==> src/hdl/rgba16_pixel_format_packer_unit_defines.svh <==
// assertion helpers for the pixel packer
`ifndef RGBA16_PIXEL_FORMAT_PACKER_UNIT_DEFINES_SVH
`define RGBA16_PIXEL_FORMAT_PACKER_UNIT_DEFINES_SVH

// consequent must hold in the same cycle as the antecedent
`define RGBAPK_ASSERT_NOW(label, ante, cons, msg) \
    label: assert property (@(posedge i_clk) disable iff (!i_rst_n) (ante) |-> (cons)) \
        else $error(msg);

// consequent must hold in the cycle after the antecedent
`define RGBAPK_ASSERT_NEXT(label, ante, cons, msg) \
    label: assert property (@(posedge i_clk) disable iff (!i_rst_n) (ante) |=> (cons)) \
        else $error(msg);

`endif

==> src/hdl/rgbapk_pkg.sv <==
package rgbapk_pkg;

    // gray weights, sum of weights is 2^GRAY_SHIFT
    localparam logic [31:0] GRAY_WR    = 32'd6969;
    localparam logic [31:0] GRAY_WG    = 32'd23434;
    localparam logic [31:0] GRAY_WB    = 32'd2365;
    localparam int          GRAY_SHIFT = 15;

    // configuration port
    localparam int   CFG_IDX_W  = 1;
    localparam int   CFG_DATA_W = 2;
    localparam logic [CFG_IDX_W-1:0] CFG_FORMAT = 1'b0;
    localparam logic [CFG_IDX_W-1:0] CFG_WIDE   = 1'b1;

    // job queue between front and back
    localparam int FIFO_DEPTH = 4;
    localparam int FIFO_PTR_W = $clog2(FIFO_DEPTH);
    localparam int FIFO_CNT_W = $clog2(FIFO_DEPTH + 1);

    typedef enum logic [1:0] {
        FMT_GRAY       = 2'd0,
        FMT_GRAY_ALPHA = 2'd1,
        FMT_RGB        = 2'd2,
        FMT_RGBA       = 2'd3
    } t_format;

    typedef struct packed {
        logic [15:0] red;
        logic [15:0] green;
        logic [15:0] blue;
        logic [15:0] alpha;
    } t_pixel;

    typedef struct packed {
        logic [7:0] out_byte;
        logic       pixel_done;
    } t_out;

    // one classified pixel: channel values in send order
    typedef struct packed {
        logic [3:0][15:0] chan;
        logic [1:0]       last_chan;
        logic             wide;
    } t_job;

    typedef struct packed {
        logic full;
        logic empty;
    } t_fifo_status;

    // floor(v / 257): v >> 8 overshoots by at most one
    function automatic logic [7:0] div257(input logic [15:0] v);
        logic [7:0]  q;
        logic [16:0] prod;
        q    = v[15:8];
        prod = {1'b0, q, 8'h00} + 17'(q);
        if (prod > 17'(v)) begin
            q = q - 8'd1;
        end
        return q;
    endfunction

endpackage

==> src/hdl/rgbapk_front.sv <==
module rgbapk_front
    import rgbapk_pkg::*;
(
    input  logic         i_clk,
    input  logic         i_rst_n,
    input  logic         i_in_valid,
    output logic         o_in_ready,
    input  t_pixel       i_pixel,
    input  t_format      i_format,
    input  logic         i_wide,
    output logic         o_push_valid,
    output t_job         o_push_job,
    input  t_fifo_status i_fifo_status
);

    logic        r_valid;
    logic [31:0] r_prod_r;
    logic [31:0] r_prod_g;
    logic [31:0] r_prod_b;
    t_pixel      r_pixel;
    t_format     r_format;
    logic        r_wide;

    logic        s_advance;
    logic        s_accept;
    logic [31:0] s_sum;
    logic [15:0] s_gray;

    assign s_advance  = !r_valid || !i_fifo_status.full;
    assign s_accept   = i_in_valid && s_advance;
    assign o_in_ready = s_advance;

    // stage register: valid flag
    always_ff @(posedge i_clk) begin
        if (!i_rst_n) begin
            r_valid <= 1'b0;
        end else if (s_advance) begin
            r_valid <= i_in_valid;
        end
    end

    // stage register: weighted products and pixel
    always_ff @(posedge i_clk) begin
        if (s_accept) begin
            r_prod_r <= 32'(i_pixel.red) * GRAY_WR;
            r_prod_g <= 32'(i_pixel.green) * GRAY_WG;
            r_prod_b <= 32'(i_pixel.blue) * GRAY_WB;
            r_pixel  <= i_pixel;
            r_format <= i_format;
            r_wide   <= i_wide;
        end
    end

    // gray value, fits in 16 bits
    assign s_sum  = r_prod_r + r_prod_g + r_prod_b;
    assign s_gray = s_sum[GRAY_SHIFT +: 16];

    // classify into channel list
    always_comb begin
        o_push_job      = '0;
        o_push_job.wide = r_wide;
        unique case (r_format)
            FMT_GRAY: begin
                o_push_job.chan[0]   = s_gray;
                o_push_job.last_chan = 2'd0;
            end
            FMT_GRAY_ALPHA: begin
                o_push_job.chan[0]   = s_gray;
                o_push_job.chan[1]   = r_pixel.alpha;
                o_push_job.last_chan = 2'd1;
            end
            FMT_RGB: begin
                o_push_job.chan[0]   = r_pixel.red;
                o_push_job.chan[1]   = r_pixel.green;
                o_push_job.chan[2]   = r_pixel.blue;
                o_push_job.last_chan = 2'd2;
            end
            FMT_RGBA: begin
                o_push_job.chan[0]   = r_pixel.red;
                o_push_job.chan[1]   = r_pixel.green;
                o_push_job.chan[2]   = r_pixel.blue;
                o_push_job.chan[3]   = r_pixel.alpha;
                o_push_job.last_chan = 2'd3;
            end
            default: begin
                o_push_job.last_chan = 2'd0;
            end
        endcase
    end

    assign o_push_valid = r_valid && !i_fifo_status.full;

endmodule

==> src/hdl/rgbapk_fifo.sv <==
module rgbapk_fifo
    import rgbapk_pkg::*;
(
    input  logic         i_clk,
    input  logic         i_rst_n,
    input  logic         i_push,
    input  t_job         i_push_job,
    input  logic         i_pop,
    output t_job         o_head,
    output t_fifo_status o_status
);

    t_job                  r_mem [FIFO_DEPTH];
    logic [FIFO_PTR_W-1:0] r_wr_ptr;
    logic [FIFO_PTR_W-1:0] r_rd_ptr;
    logic [FIFO_CNT_W-1:0] r_count;

    // storage
    always_ff @(posedge i_clk) begin
        if (i_push) begin
            r_mem[r_wr_ptr] <= i_push_job;
        end
    end

    // pointers and fill count
    always_ff @(posedge i_clk) begin
        if (!i_rst_n) begin
            r_wr_ptr <= '0;
            r_rd_ptr <= '0;
            r_count  <= '0;
        end else begin
            if (i_push) begin
                r_wr_ptr <= r_wr_ptr + 1'b1;
            end
            if (i_pop) begin
                r_rd_ptr <= r_rd_ptr + 1'b1;
            end
            if (i_push && !i_pop) begin
                r_count <= r_count + 1'b1;
            end else if (!i_push && i_pop) begin
                r_count <= r_count - 1'b1;
            end
        end
    end

    assign o_head         = r_mem[r_rd_ptr];
    assign o_status.full  = (r_count == FIFO_CNT_W'(FIFO_DEPTH));
    assign o_status.empty = (r_count == '0);

endmodule

==> src/hdl/rgbapk_back.sv <==
module rgbapk_back
    import rgbapk_pkg::*;
(
    input  logic         i_clk,
    input  logic         i_rst_n,
    input  t_job         i_head,
    input  t_fifo_status i_fifo_status,
    output logic         o_pop,
    output logic         o_out_valid,
    input  logic         i_out_ready,
    output t_out         o_out
);

    logic [1:0]  r_chan_idx;
    logic        r_low_byte;
    logic        r_out_valid;
    t_out        r_out;

    logic        s_load;
    logic        s_last;
    logic [15:0] s_chan;
    logic [7:0]  s_byte;

    assign s_load = !i_fifo_status.empty && (!r_out_valid || i_out_ready);
    assign s_chan = i_head.chan[r_chan_idx];
    assign s_last = (r_chan_idx == i_head.last_chan) && (!i_head.wide || r_low_byte);

    // byte selection, narrow channels scaled down by 257
    always_comb begin
        if (i_head.wide) begin
            s_byte = r_low_byte ? s_chan[7:0] : s_chan[15:8];
        end else begin
            s_byte = div257(s_chan);
        end
    end

    // position within the current pixel
    always_ff @(posedge i_clk) begin
        if (!i_rst_n) begin
            r_chan_idx <= '0;
            r_low_byte <= 1'b0;
        end else if (s_load) begin
            if (s_last) begin
                r_chan_idx <= '0;
                r_low_byte <= 1'b0;
            end else if (i_head.wide && !r_low_byte) begin
                r_low_byte <= 1'b1;
            end else begin
                r_chan_idx <= r_chan_idx + 2'd1;
                r_low_byte <= 1'b0;
            end
        end
    end

    // output register
    always_ff @(posedge i_clk) begin
        if (!i_rst_n) begin
            r_out_valid <= 1'b0;
        end else if (s_load) begin
            r_out_valid <= 1'b1;
        end else if (i_out_ready) begin
            r_out_valid <= 1'b0;
        end
    end

    always_ff @(posedge i_clk) begin
        if (s_load) begin
            r_out.out_byte   <= s_byte;
            r_out.pixel_done <= s_last;
        end
    end

    assign o_pop       = s_load && s_last;
    assign o_out_valid = r_out_valid;
    assign o_out       = r_out;

endmodule

==> src/hdl/rgba16_pixel_format_packer_unit.sv <==
// Packs one RGBA pixel of 16-bit channels into a byte stream in the configured layout
// (gray, gray with alpha, RGB or RGBA; 16-bit channels as big-endian byte pairs or
// 8-bit channels as value / 257), one byte per output transaction with pixel_done on
// the last byte of each pixel. A pixel has from one byte (8-bit gray) to eight (16-bit
// RGBA): the single output byte port sets the sustained rate, and pixels are accepted
// every cycle while the four-entry job queue has room.
// The first byte of a pixel is registered in the gray product stage, then written to the
// job queue, then loaded into the output register, where it sits until it is taken.
// The user must write configuration only while the block is idle; the block does not enforce it.
`include "rgba16_pixel_format_packer_unit_defines.svh"

module rgba16_pixel_format_packer_unit
    import rgbapk_pkg::*;
(
    input  logic                  i_clk,
    input  logic                  i_rst_n,
    input  logic                  i_cfg_we,
    input  logic [CFG_IDX_W-1:0]  i_cfg_index,
    input  logic [CFG_DATA_W-1:0] i_cfg_data,
    input  logic                  i_in_valid,
    output logic                  o_in_ready,
    input  t_pixel                i_pixel,
    output logic                  o_out_valid,
    input  logic                  i_out_ready,
    output t_out                  o_out
);

    t_format      r_format;
    logic         r_wide;

    logic         s_push;
    t_job         s_push_job;
    logic         s_pop;
    t_job         s_head;
    t_fifo_status s_fifo_status;

    // configuration registers
    always_ff @(posedge i_clk) begin
        if (!i_rst_n) begin
            r_format <= FMT_RGBA;
            r_wide   <= 1'b1;
        end else if (i_cfg_we) begin
            unique case (i_cfg_index)
                CFG_FORMAT: r_format <= t_format'(i_cfg_data[1:0]);
                CFG_WIDE:   r_wide   <= i_cfg_data[0];
                default:    r_wide   <= r_wide;
            endcase
        end
    end

    // front: accept and classify
    rgbapk_front u_front (
        .i_clk         (i_clk),
        .i_rst_n       (i_rst_n),
        .i_in_valid    (i_in_valid),
        .o_in_ready    (o_in_ready),
        .i_pixel       (i_pixel),
        .i_format      (r_format),
        .i_wide        (r_wide),
        .o_push_valid  (s_push),
        .o_push_job    (s_push_job),
        .i_fifo_status (s_fifo_status)
    );

    // job queue
    rgbapk_fifo u_fifo (
        .i_clk      (i_clk),
        .i_rst_n    (i_rst_n),
        .i_push     (s_push),
        .i_push_job (s_push_job),
        .i_pop      (s_pop),
        .o_head     (s_head),
        .o_status   (s_fifo_status)
    );

    // back: byte serialiser
    rgbapk_back u_back (
        .i_clk         (i_clk),
        .i_rst_n       (i_rst_n),
        .i_head        (s_head),
        .i_fifo_status (s_fifo_status),
        .o_pop         (s_pop),
        .o_out_valid   (o_out_valid),
        .i_out_ready   (i_out_ready),
        .o_out         (o_out)
    );

    // checks
    `RGBAPK_ASSERT_NOW(a_queue_status, 1'b1,
        !(s_fifo_status.full && s_fifo_status.empty), "queue full and empty at once")
    `RGBAPK_ASSERT_NEXT(a_no_phantom_byte,
        s_fifo_status.empty && (!o_out_valid || i_out_ready), !o_out_valid,
        "byte shown with no queued job")
    `RGBAPK_ASSERT_NEXT(a_out_hold, o_out_valid && !i_out_ready,
        o_out_valid && $stable(o_out), "output changed while stalled")
    `RGBAPK_ASSERT_NOW(a_pop_not_empty, s_pop, !s_fifo_status.empty, "pop from empty queue")

endmodule
==> config.mk <==
export PLATFORM = sky130hd
export DESIGN_NAME = rgba16_pixel_format_packer_unit
export DESIGN_NICKNAME = d
export VERILOG_FILES = /design/src/hdl/rgbapk_pkg.sv /design/src/hdl/rgbapk_front.sv /design/src/hdl/rgbapk_fifo.sv /design/src/hdl/rgbapk_back.sv /design/src/hdl/rgba16_pixel_format_packer_unit.sv
export VERILOG_INCLUDE_DIRS = /design/src /design/src/hdl
export SDC_FILE = /design/constraint.sdc
export NUM_CORES = 1
export LEC_CHECK = 0
export BUFFER_PORTS_ARGS = -buffer_cell sky130_fd_sc_hd__buf_2
export CAP_MARGIN = 0
export CORE_ASPECT_RATIO = 1.2
export CORE_UTILIZATION = 57
export DETAILED_ROUTE_END_ITERATION = 10
export GPL_ROUTABILITY_DRIVEN = 0
export GPL_TIMING_DRIVEN = 0
export PLACE_DENSITY = 0.77
export SLEW_MARGIN = 15
export SYNTH_ARGS = -nofsm -noshare
export SYNTH_HDL_FRONTEND = slang
export SYNTH_SLANG_ARGS = --single-unit
==> constraint.sdc <==
create_clock -name i_clk -period 17.6 [get_ports i_clk]
set_clock_uncertainty 0.15 [all_clocks]
set_input_delay 4.4 -clock i_clk [delete_from_list [all_inputs] [get_ports i_clk]]
set_output_delay 4.4 -clock i_clk [all_outputs]
set_load 0.02 [all_outputs]
# Word level (Yosys, flattened, before mapping)
# Memories as Yosys holds them, arrays and structs flattened. A register that Yosys moved wholly into a read port is not among the register bits.
# Cells that the tools add are included.
dict set report classes {
  n_shift 0
  n_reduce_logical 27
  div 0
  magnitude_cmp 2
  n_addsub 9
  bitwise_logic 1
  n_eq_ne 6
  n_mul 3
  mux 21
}
# cell n
set op_table {}
lappend op_table {{one-hot mux 18 bit (4 select lines)} 1}
lappend op_table {{2-to-1 mux 16 bit} 3}
lappend op_table {{binary-select mux 16 bit (select 2 bit)} 1}
lappend op_table {{one-hot mux 16 bit (2 select lines)} 1}
lappend op_table {{adder 29 x 31 -> 31 bit} 1}
lappend op_table {{adder 31 x 28 -> 31 bit} 1}
lappend op_table {{multiplier 16 x 14 -> 30 bit (second input constant)} 1}
lappend op_table {{multiplier 16 x 13 -> 29 bit (second input constant)} 1}
lappend op_table {{multiplier 16 x 12 -> 28 bit (second input constant)} 1}
lappend op_table {{2-to-1 mux 8 bit} 3}
lappend op_table {{adder 16 x 8 -> 17 bit} 1}
lappend op_table {{greater-than comparator 17 x 16 -> 1 bit} 1}
lappend op_table {{logical AND 1 bit} 8}
lappend op_table {{logical NOT 1 bit} 8}
lappend op_table {{2-to-1 mux 2 bit} 4}
lappend op_table {{subtractor 8 x 1 -> 8 bit (second input constant)} 1}
lappend op_table {{adder 2 x 1 -> 2 bit (second input constant)} 3}
lappend op_table {{2-to-1 mux 1 bit} 6}
lappend op_table {{2-to-1 mux 3 bit} 2}
lappend op_table {{AND reduction 2 bit} 3}
lappend op_table {{equality test 2 bit (second input constant)} 2}
lappend op_table {{nonzero test 2 bit} 2}
lappend op_table {{adder 3 x 1 -> 3 bit (second input constant)} 1}
lappend op_table {{equality test 3 bit (second input constant)} 1}
lappend op_table {{10 further kinds} 12}
dict set report totals {
  rom_bits 0
  regBits 178
  out_inout_bits 11
  mem_bits_rw 268
  elab_cells 90
  latch_bits 0
  inputBits 72
  memories 1
}
# name words width rd rd_ports_with_merged_regs wr line
set memory_table {}
lappend memory_table {u_fifo.r_mem 4 67 1 1 1 rgbapk_fifo.sv:13} ;# t_job r_mem [FIFO_DEPTH];

# Depth between registers and ports, before layout
dict set report depth {
  word_depth 7
  mapped_depth 21
  ltp_nobuf 21
}

# Cells and area by module
# A second synthesis with hierarchy kept.
dict set report hier_totals {
  cells_unflattened 2183
  area_unflattened_um2 29851.1
}
# mod n_inst cells_each seq_area_each_um2 area_per_inst_um2
set modules_own_cells {}
lappend modules_own_cells {rgbapk_front 1 1635 4434.3 18108.6}
lappend modules_own_cells {rgbapk_fifo 1 393 8227.9 10147.2}
lappend modules_own_cells {rgbapk_back 1 142 350.3 1472.7}
lappend modules_own_cells {rgba16_pixel_format_packer_unit 1 13 60.1 122.6}

# Worst setup path before layout
# OpenSTA, ideal clock, no wires.
dict set report synth_path {
  path_kind {in2reg}
  from {in i_in_valid}
  to {reg u_front.r_format[0], enable pin}
  arrival_time_ps 11756
  setup_time_ps 741
  t_required_ps 16709
  setup_slack_ps 4953
  stages 2
  n_path_buf 0
  path_cell_list {inv_1 > a31oi_1}
}
dict set report synth_between {
  elab_chain_len 1
}
# element line
set synth_rtl {}
lappend synth_rtl {{start, declared} rgba16_pixel_format_packer_unit.sv:20} ;# input logic i_in_valid,
lappend synth_rtl {{logical AND 1 bit} rgbapk_front.sv:30} ;# assign s_accept = i_in_valid && s_advance;
lappend synth_rtl {{named net u_front.s_accept} rgbapk_front.sv:25} ;# logic s_accept;
lappend synth_rtl {{end signal, assigned} rgbapk_front.sv:49} ;# r_format <= i_format;
lappend synth_rtl {{end, declared} rgbapk_front.sv:21} ;# t_format r_format;
# The timed path passes the listed nets, and every way through them passes these cells.
# A chain may end at the register's enable or synchronous reset.

# Final worst setup path
dict set report layout_path {
  from {in i_pixel[36] (netlist bit)}
  to {reg u_front.r_prod_g[25] (data pin)}
}
dict set report layout_between {
  elab_chain_len 1
}
# element line
set layout_rtl {}
lappend layout_rtl {{start, declared} rgba16_pixel_format_packer_unit.sv:22} ;# input t_pixel i_pixel,
lappend layout_rtl {{multiplier 16 x 14 -> 30 bit} rgbapk_front.sv:46} ;# r_prod_g <= 32'(i_pixel.green) * GRAY_WG;
lappend layout_rtl {{end signal, assigned} rgbapk_front.sv:46}
lappend layout_rtl {{end, declared} rgbapk_front.sv:18} ;# logic [31:0] r_prod_g;
# No other way between the ends.

==> impl_results.md <==
* Status: finished clean
* Layout cells sized above 1 at 10.5%
* Largest net degree at the start of global routing at 51
* First-pass GRT wire length at 100 mm
* CP Class: in -> reg
* Post-Synth Simple-Gate Area at 4.15%
* Worst hold endpoint: u_front.r_wide$_DFFE_PP_
* CTS tree: yes
* Clk Latency, worst-skew pair at 0.57 ns
* Diodes inserted at 0
* Synth Area in Compound Gates at 5.85%
* Adder-cell share of the synthesized area at 30.2%
* Setup TNS at 0 ns
* Post-Syn Instances at 2203
* Switch Pwr at 2.41 mW
* Num CTS Buffers at 43
* Detailed placement HPWL at 47.8 mm
* Reg-to-Reg End: u_back.o_out[8]$_DFFE_PP_
* Ordered cell list for the critical path: buf_2 -> ha_1 -> clkbuf_1 -> inv_1 -> fa_1 -> inv_1 -> fa_1 -> fa_1 -> fa_1 -> inv_1 -> fa_1 -> inv_1 -> ha_1 -> and3_1 -> a31oi_1 -> o21ai_0 -> a31oi_1 -> o21ai_0 -> a31oi_1 -> o21ai_0 -> a21oi_1 -> xnor2_1
* Die Y at ~250 µm
* Syn Nets at 2855
* Slowest Stage Delay on Critical Path at roughly 0.55 ns
* Final Hold Vio Count at 0
* Wire per inst at 20.3 µm
* Slew HR at between 20 and 30%
* # rows at 91
* Kind of cell adding the most delay to the critical path: adder cells
* Max-Cap Viols at 0
* Starting Density at 58.0%
* Clock transition at the registers of the reported paths at 0.06 ns
* Hold depth at 0
* Slew of the pin with the lowest slew margin at approximately 1.0 ns
* Share of the yosys chip area belonging to registers at 43.7%
* Setup-failing EPs final at 0
* Synth unique cells at 71
* Buffers added on ports at a little over 80
* Worst setup EP type: register
* Pint at 3.45 mW
* R2r setup slk at 12.14 ns
* Routed Antenna Nets at 0
* Clock power frac at 14.9%
* RSZ-0062 raised after global routing: no
* Comb pwr share at 58.1%
* GRT overflow at 0
* Flop pwr share at a little over a quarter
* Antenna violations before repair at 0
* Synth warn at 0
* Startpoint types: primary input
* Sw Ratio at 41.1%
* Worst path bufs/invs at 6
* Synth Cell Area at roughly 30000 µm²
* # DRC at 0
* Pins over their slew limit at 0
* Post-layout instance area at 32900 µm²
* Slowest library cell on the worst path: fa_1
* Cell with the most instances on the worst path: fa_1
* Fmax at a little under 0.1 GHz
* Hold WC Path Type: reg -> reg
* Synth Register Bits at 441
* Via count at ~17000
* Post-synth EDFFs at approximately 420
* Core Util, Final at 63.7%
* Largest family of logic cells by synthesized area: adder cells
* Area Growth Syn to Fin at 9.83%
* Mux contribution to synthesized area at under 10%
* Drt pass-1 iters at 7
* Buffer count from post-CTS setup fixing at 0
* Post-layout min period at 10.06 ns
* Drt first-iter violations at 1177
* Worst EP arrival at approximately 10 ns
* GRT Total Usage at about a quarter
* Vias per cell at around 5.7
* Final period utilization at 57.2%
* I/O Pins at 83
* Core box area at 51600 µm²
* Cell depth of the worst flop-to-flop path at 16
* Power per cell area at approximately 180 nW/µm²
* Main synth FF type: edfxtp_1
* Synth async-reset ratio at 0%
* Worst Min Path Start: r_wide$_SDFFE_PN1P_
* Die area at roughly 53000 µm²
* Hold buffer count at cts at 0
* Clock buffer depth at 3
* Mapped Avg Cell Area at 13.6 µm²
* Max FO, Critical Path at 8
* Xor/xnor cell area share of the yosys netlist at 2.75%
* Area after DPL at 31500 µm²
* P_leak at around 14 nW
* H-tree level count at 2
* Post_cts resized at 0
* Required time worst endpoint at 17.75 ns
* Clock root cell: clkbuf_16
* Clk sinks at around 440
* Worst vdd ir at approximately 0.00012 V
* Layout Nets at 2993
* Vias in the first global route at 18900
* Overall routed net length at around 62 mm
* Die W at 211 µm
[registers in the layout (all words and copies together) (netlist names), 3 cells and up, named ones only]
signal and count:
u_fifo.r_mem 268, u_front.r_pixel 64, u_front.r_prod_g 28, u_front.r_prod_b 26
u_front.r_prod_r 26, u_back.o_out 9, u_fifo.r_count 3
[power by group through the flow]
stage / sequential (mW) / combinational, mW / clock, mW
finish: 1.58 / 3.41 / 0.877
global route: 1.59 / 3.86 / 0.926
CTS: 1.58 / 3.42 / 0.889
detailed placement: 1.60 / 3.38 / 0
global placement: 1.61 / 3.25 / 0
floorplan: 1.58 / 2.59 / 0
[stage by stage]
| stage | instances | hold slack, ns | power (mW) | setup slack (ns) |
|---|---|---|---|---|
| 2_1_floorplan | 2203 | 0.258 | 4.17 | 4.95 |
| 3_3_place_gp | 2982 | 0.274 | 4.86 | 1.51 |
| 3_5_place_dp | 2993 | 0.273 | 4.98 | 6.99 |
| 4_1_cts | 3069 | 0.293 | 5.89 | 7.54 |
| 5_1_grt | 3069 | 0.312 | 6.38 | 7.18 |
| 6_report | 3069 | 0.300 | 5.87 | 7.54 |
[cell usage after synthesis (11+ instances only)]
cell type  number  area share (%)
a21o_1         40             1.0
a21oi_1        61             1.0
a22o_1         16            0.47
a31oi_1        12            0.25
and2_1         27            0.56
and3_1         25            0.52
clkbuf_1       25            0.31
dfxtp_1        17             1.1
edfxtp_1      424              43
fa_1          236              16
ha_1          344              14
inv_1         444             5.6
mux2i_1        12            0.40
mux4_1         18             1.6
mux4_2         65             4.9
nand2_1        58            0.73
nand3_1        20            0.33
nor2_1         46            0.58
nor2b_1        14            0.29
nor3_1         15            0.25
o21a_1         15            0.38
o21ai_0        52            0.87
o21bai_1       11            0.28
xnor2_1        62             1.8
xor2_1         32            0.94
[per-layer routing]
layer | global-route usage, % | routed length, µm | vias to the layer above
met3 | 2.47 | 2790 | 123
met4 | 9.19 | 2330 | 0
li1 | - | - | 7987
met5 | 0 | 0 | -
met2 | 45.2 | 33100 | 483
met1 | 29.8 | 24200 | 8834
[layout make-up]
cell class | count | area (µm²)
fill | 3704 | 18700
clock buffer | 55 | 1120
tap | 697 | 872
timing repair buffer | 93 | 713
inverter | 444 | 1670
clock inverter | 21 | 206
sequential | 441 | 13100
buffer | 40 | 241
multi-input combinational | 1278 | 15000
[worst max path at each step]
| stage | startpoint | end | cells after the start |
|---|---|---|---|
| 2_1_floorplan | i_in_valid | u_front.r_format[0]$_DFFE_PP_ | 2 |
| 3_3_place_gp | i_in_valid | u_front.r_prod_b[22]$_DFFE_PP_ | 3 |
| 3_5_place_dp | i_pixel[36] | u_front.r_prod_g[25]$_DFFE_PP_ | 22 |
| 4_1_cts | i_pixel[36] | u_front.r_prod_g[25]$_DFFE_PP_ | 22 |
| 5_1_grt | i_pixel[36] | u_front.r_prod_g[25]$_DFFE_PP_ | 22 |
| 6_report | i_pixel[36] | u_front.r_prod_g[25]$_DFFE_PP_ | 22 |
[worst reg2reg max path, delay by kind of cell (launching register included)]
family                     cells  cell delay [ns]
xor gates and xnor gates       1             0.13
and+or+nand+nor                3             0.75
DFF                            1             0.43
AOI/OAI and AO/OA              4             0.68
adders and majority gates      1             0.14
muxes                          3             1.08
buffers and inverters          4             1.85
[kinds of logic after synthesis]
family,count (synthesis)
adder cells (fa/ha/maj),581
buffers and inverters,484
flip-flops,441
AO/OA/AOI/OAI,264
AND/OR/NAND/NOR,242
multiplexers,97
XOR/XNOR,94
[placed cells by master (no fill, tap or decap), types with 17 or more instances in the layout]
cell type and n:
inv_1 444, edfxtp_1 424, ha_1 344, fa_1 236, buf_2 86, mux4_2 65
xnor2_1 62, a21oi_1 60, nand2_1 58, o21ai_0 52, nor2_1 46, clkbuf_16 43
a21o_1 40, clkbuf_1 37, xor2_1 32, and3_1 25, and2_1 23, nand3_1 20
mux4_1 18, dfxtp_1 17
Power figures use the tool's default switching activity.
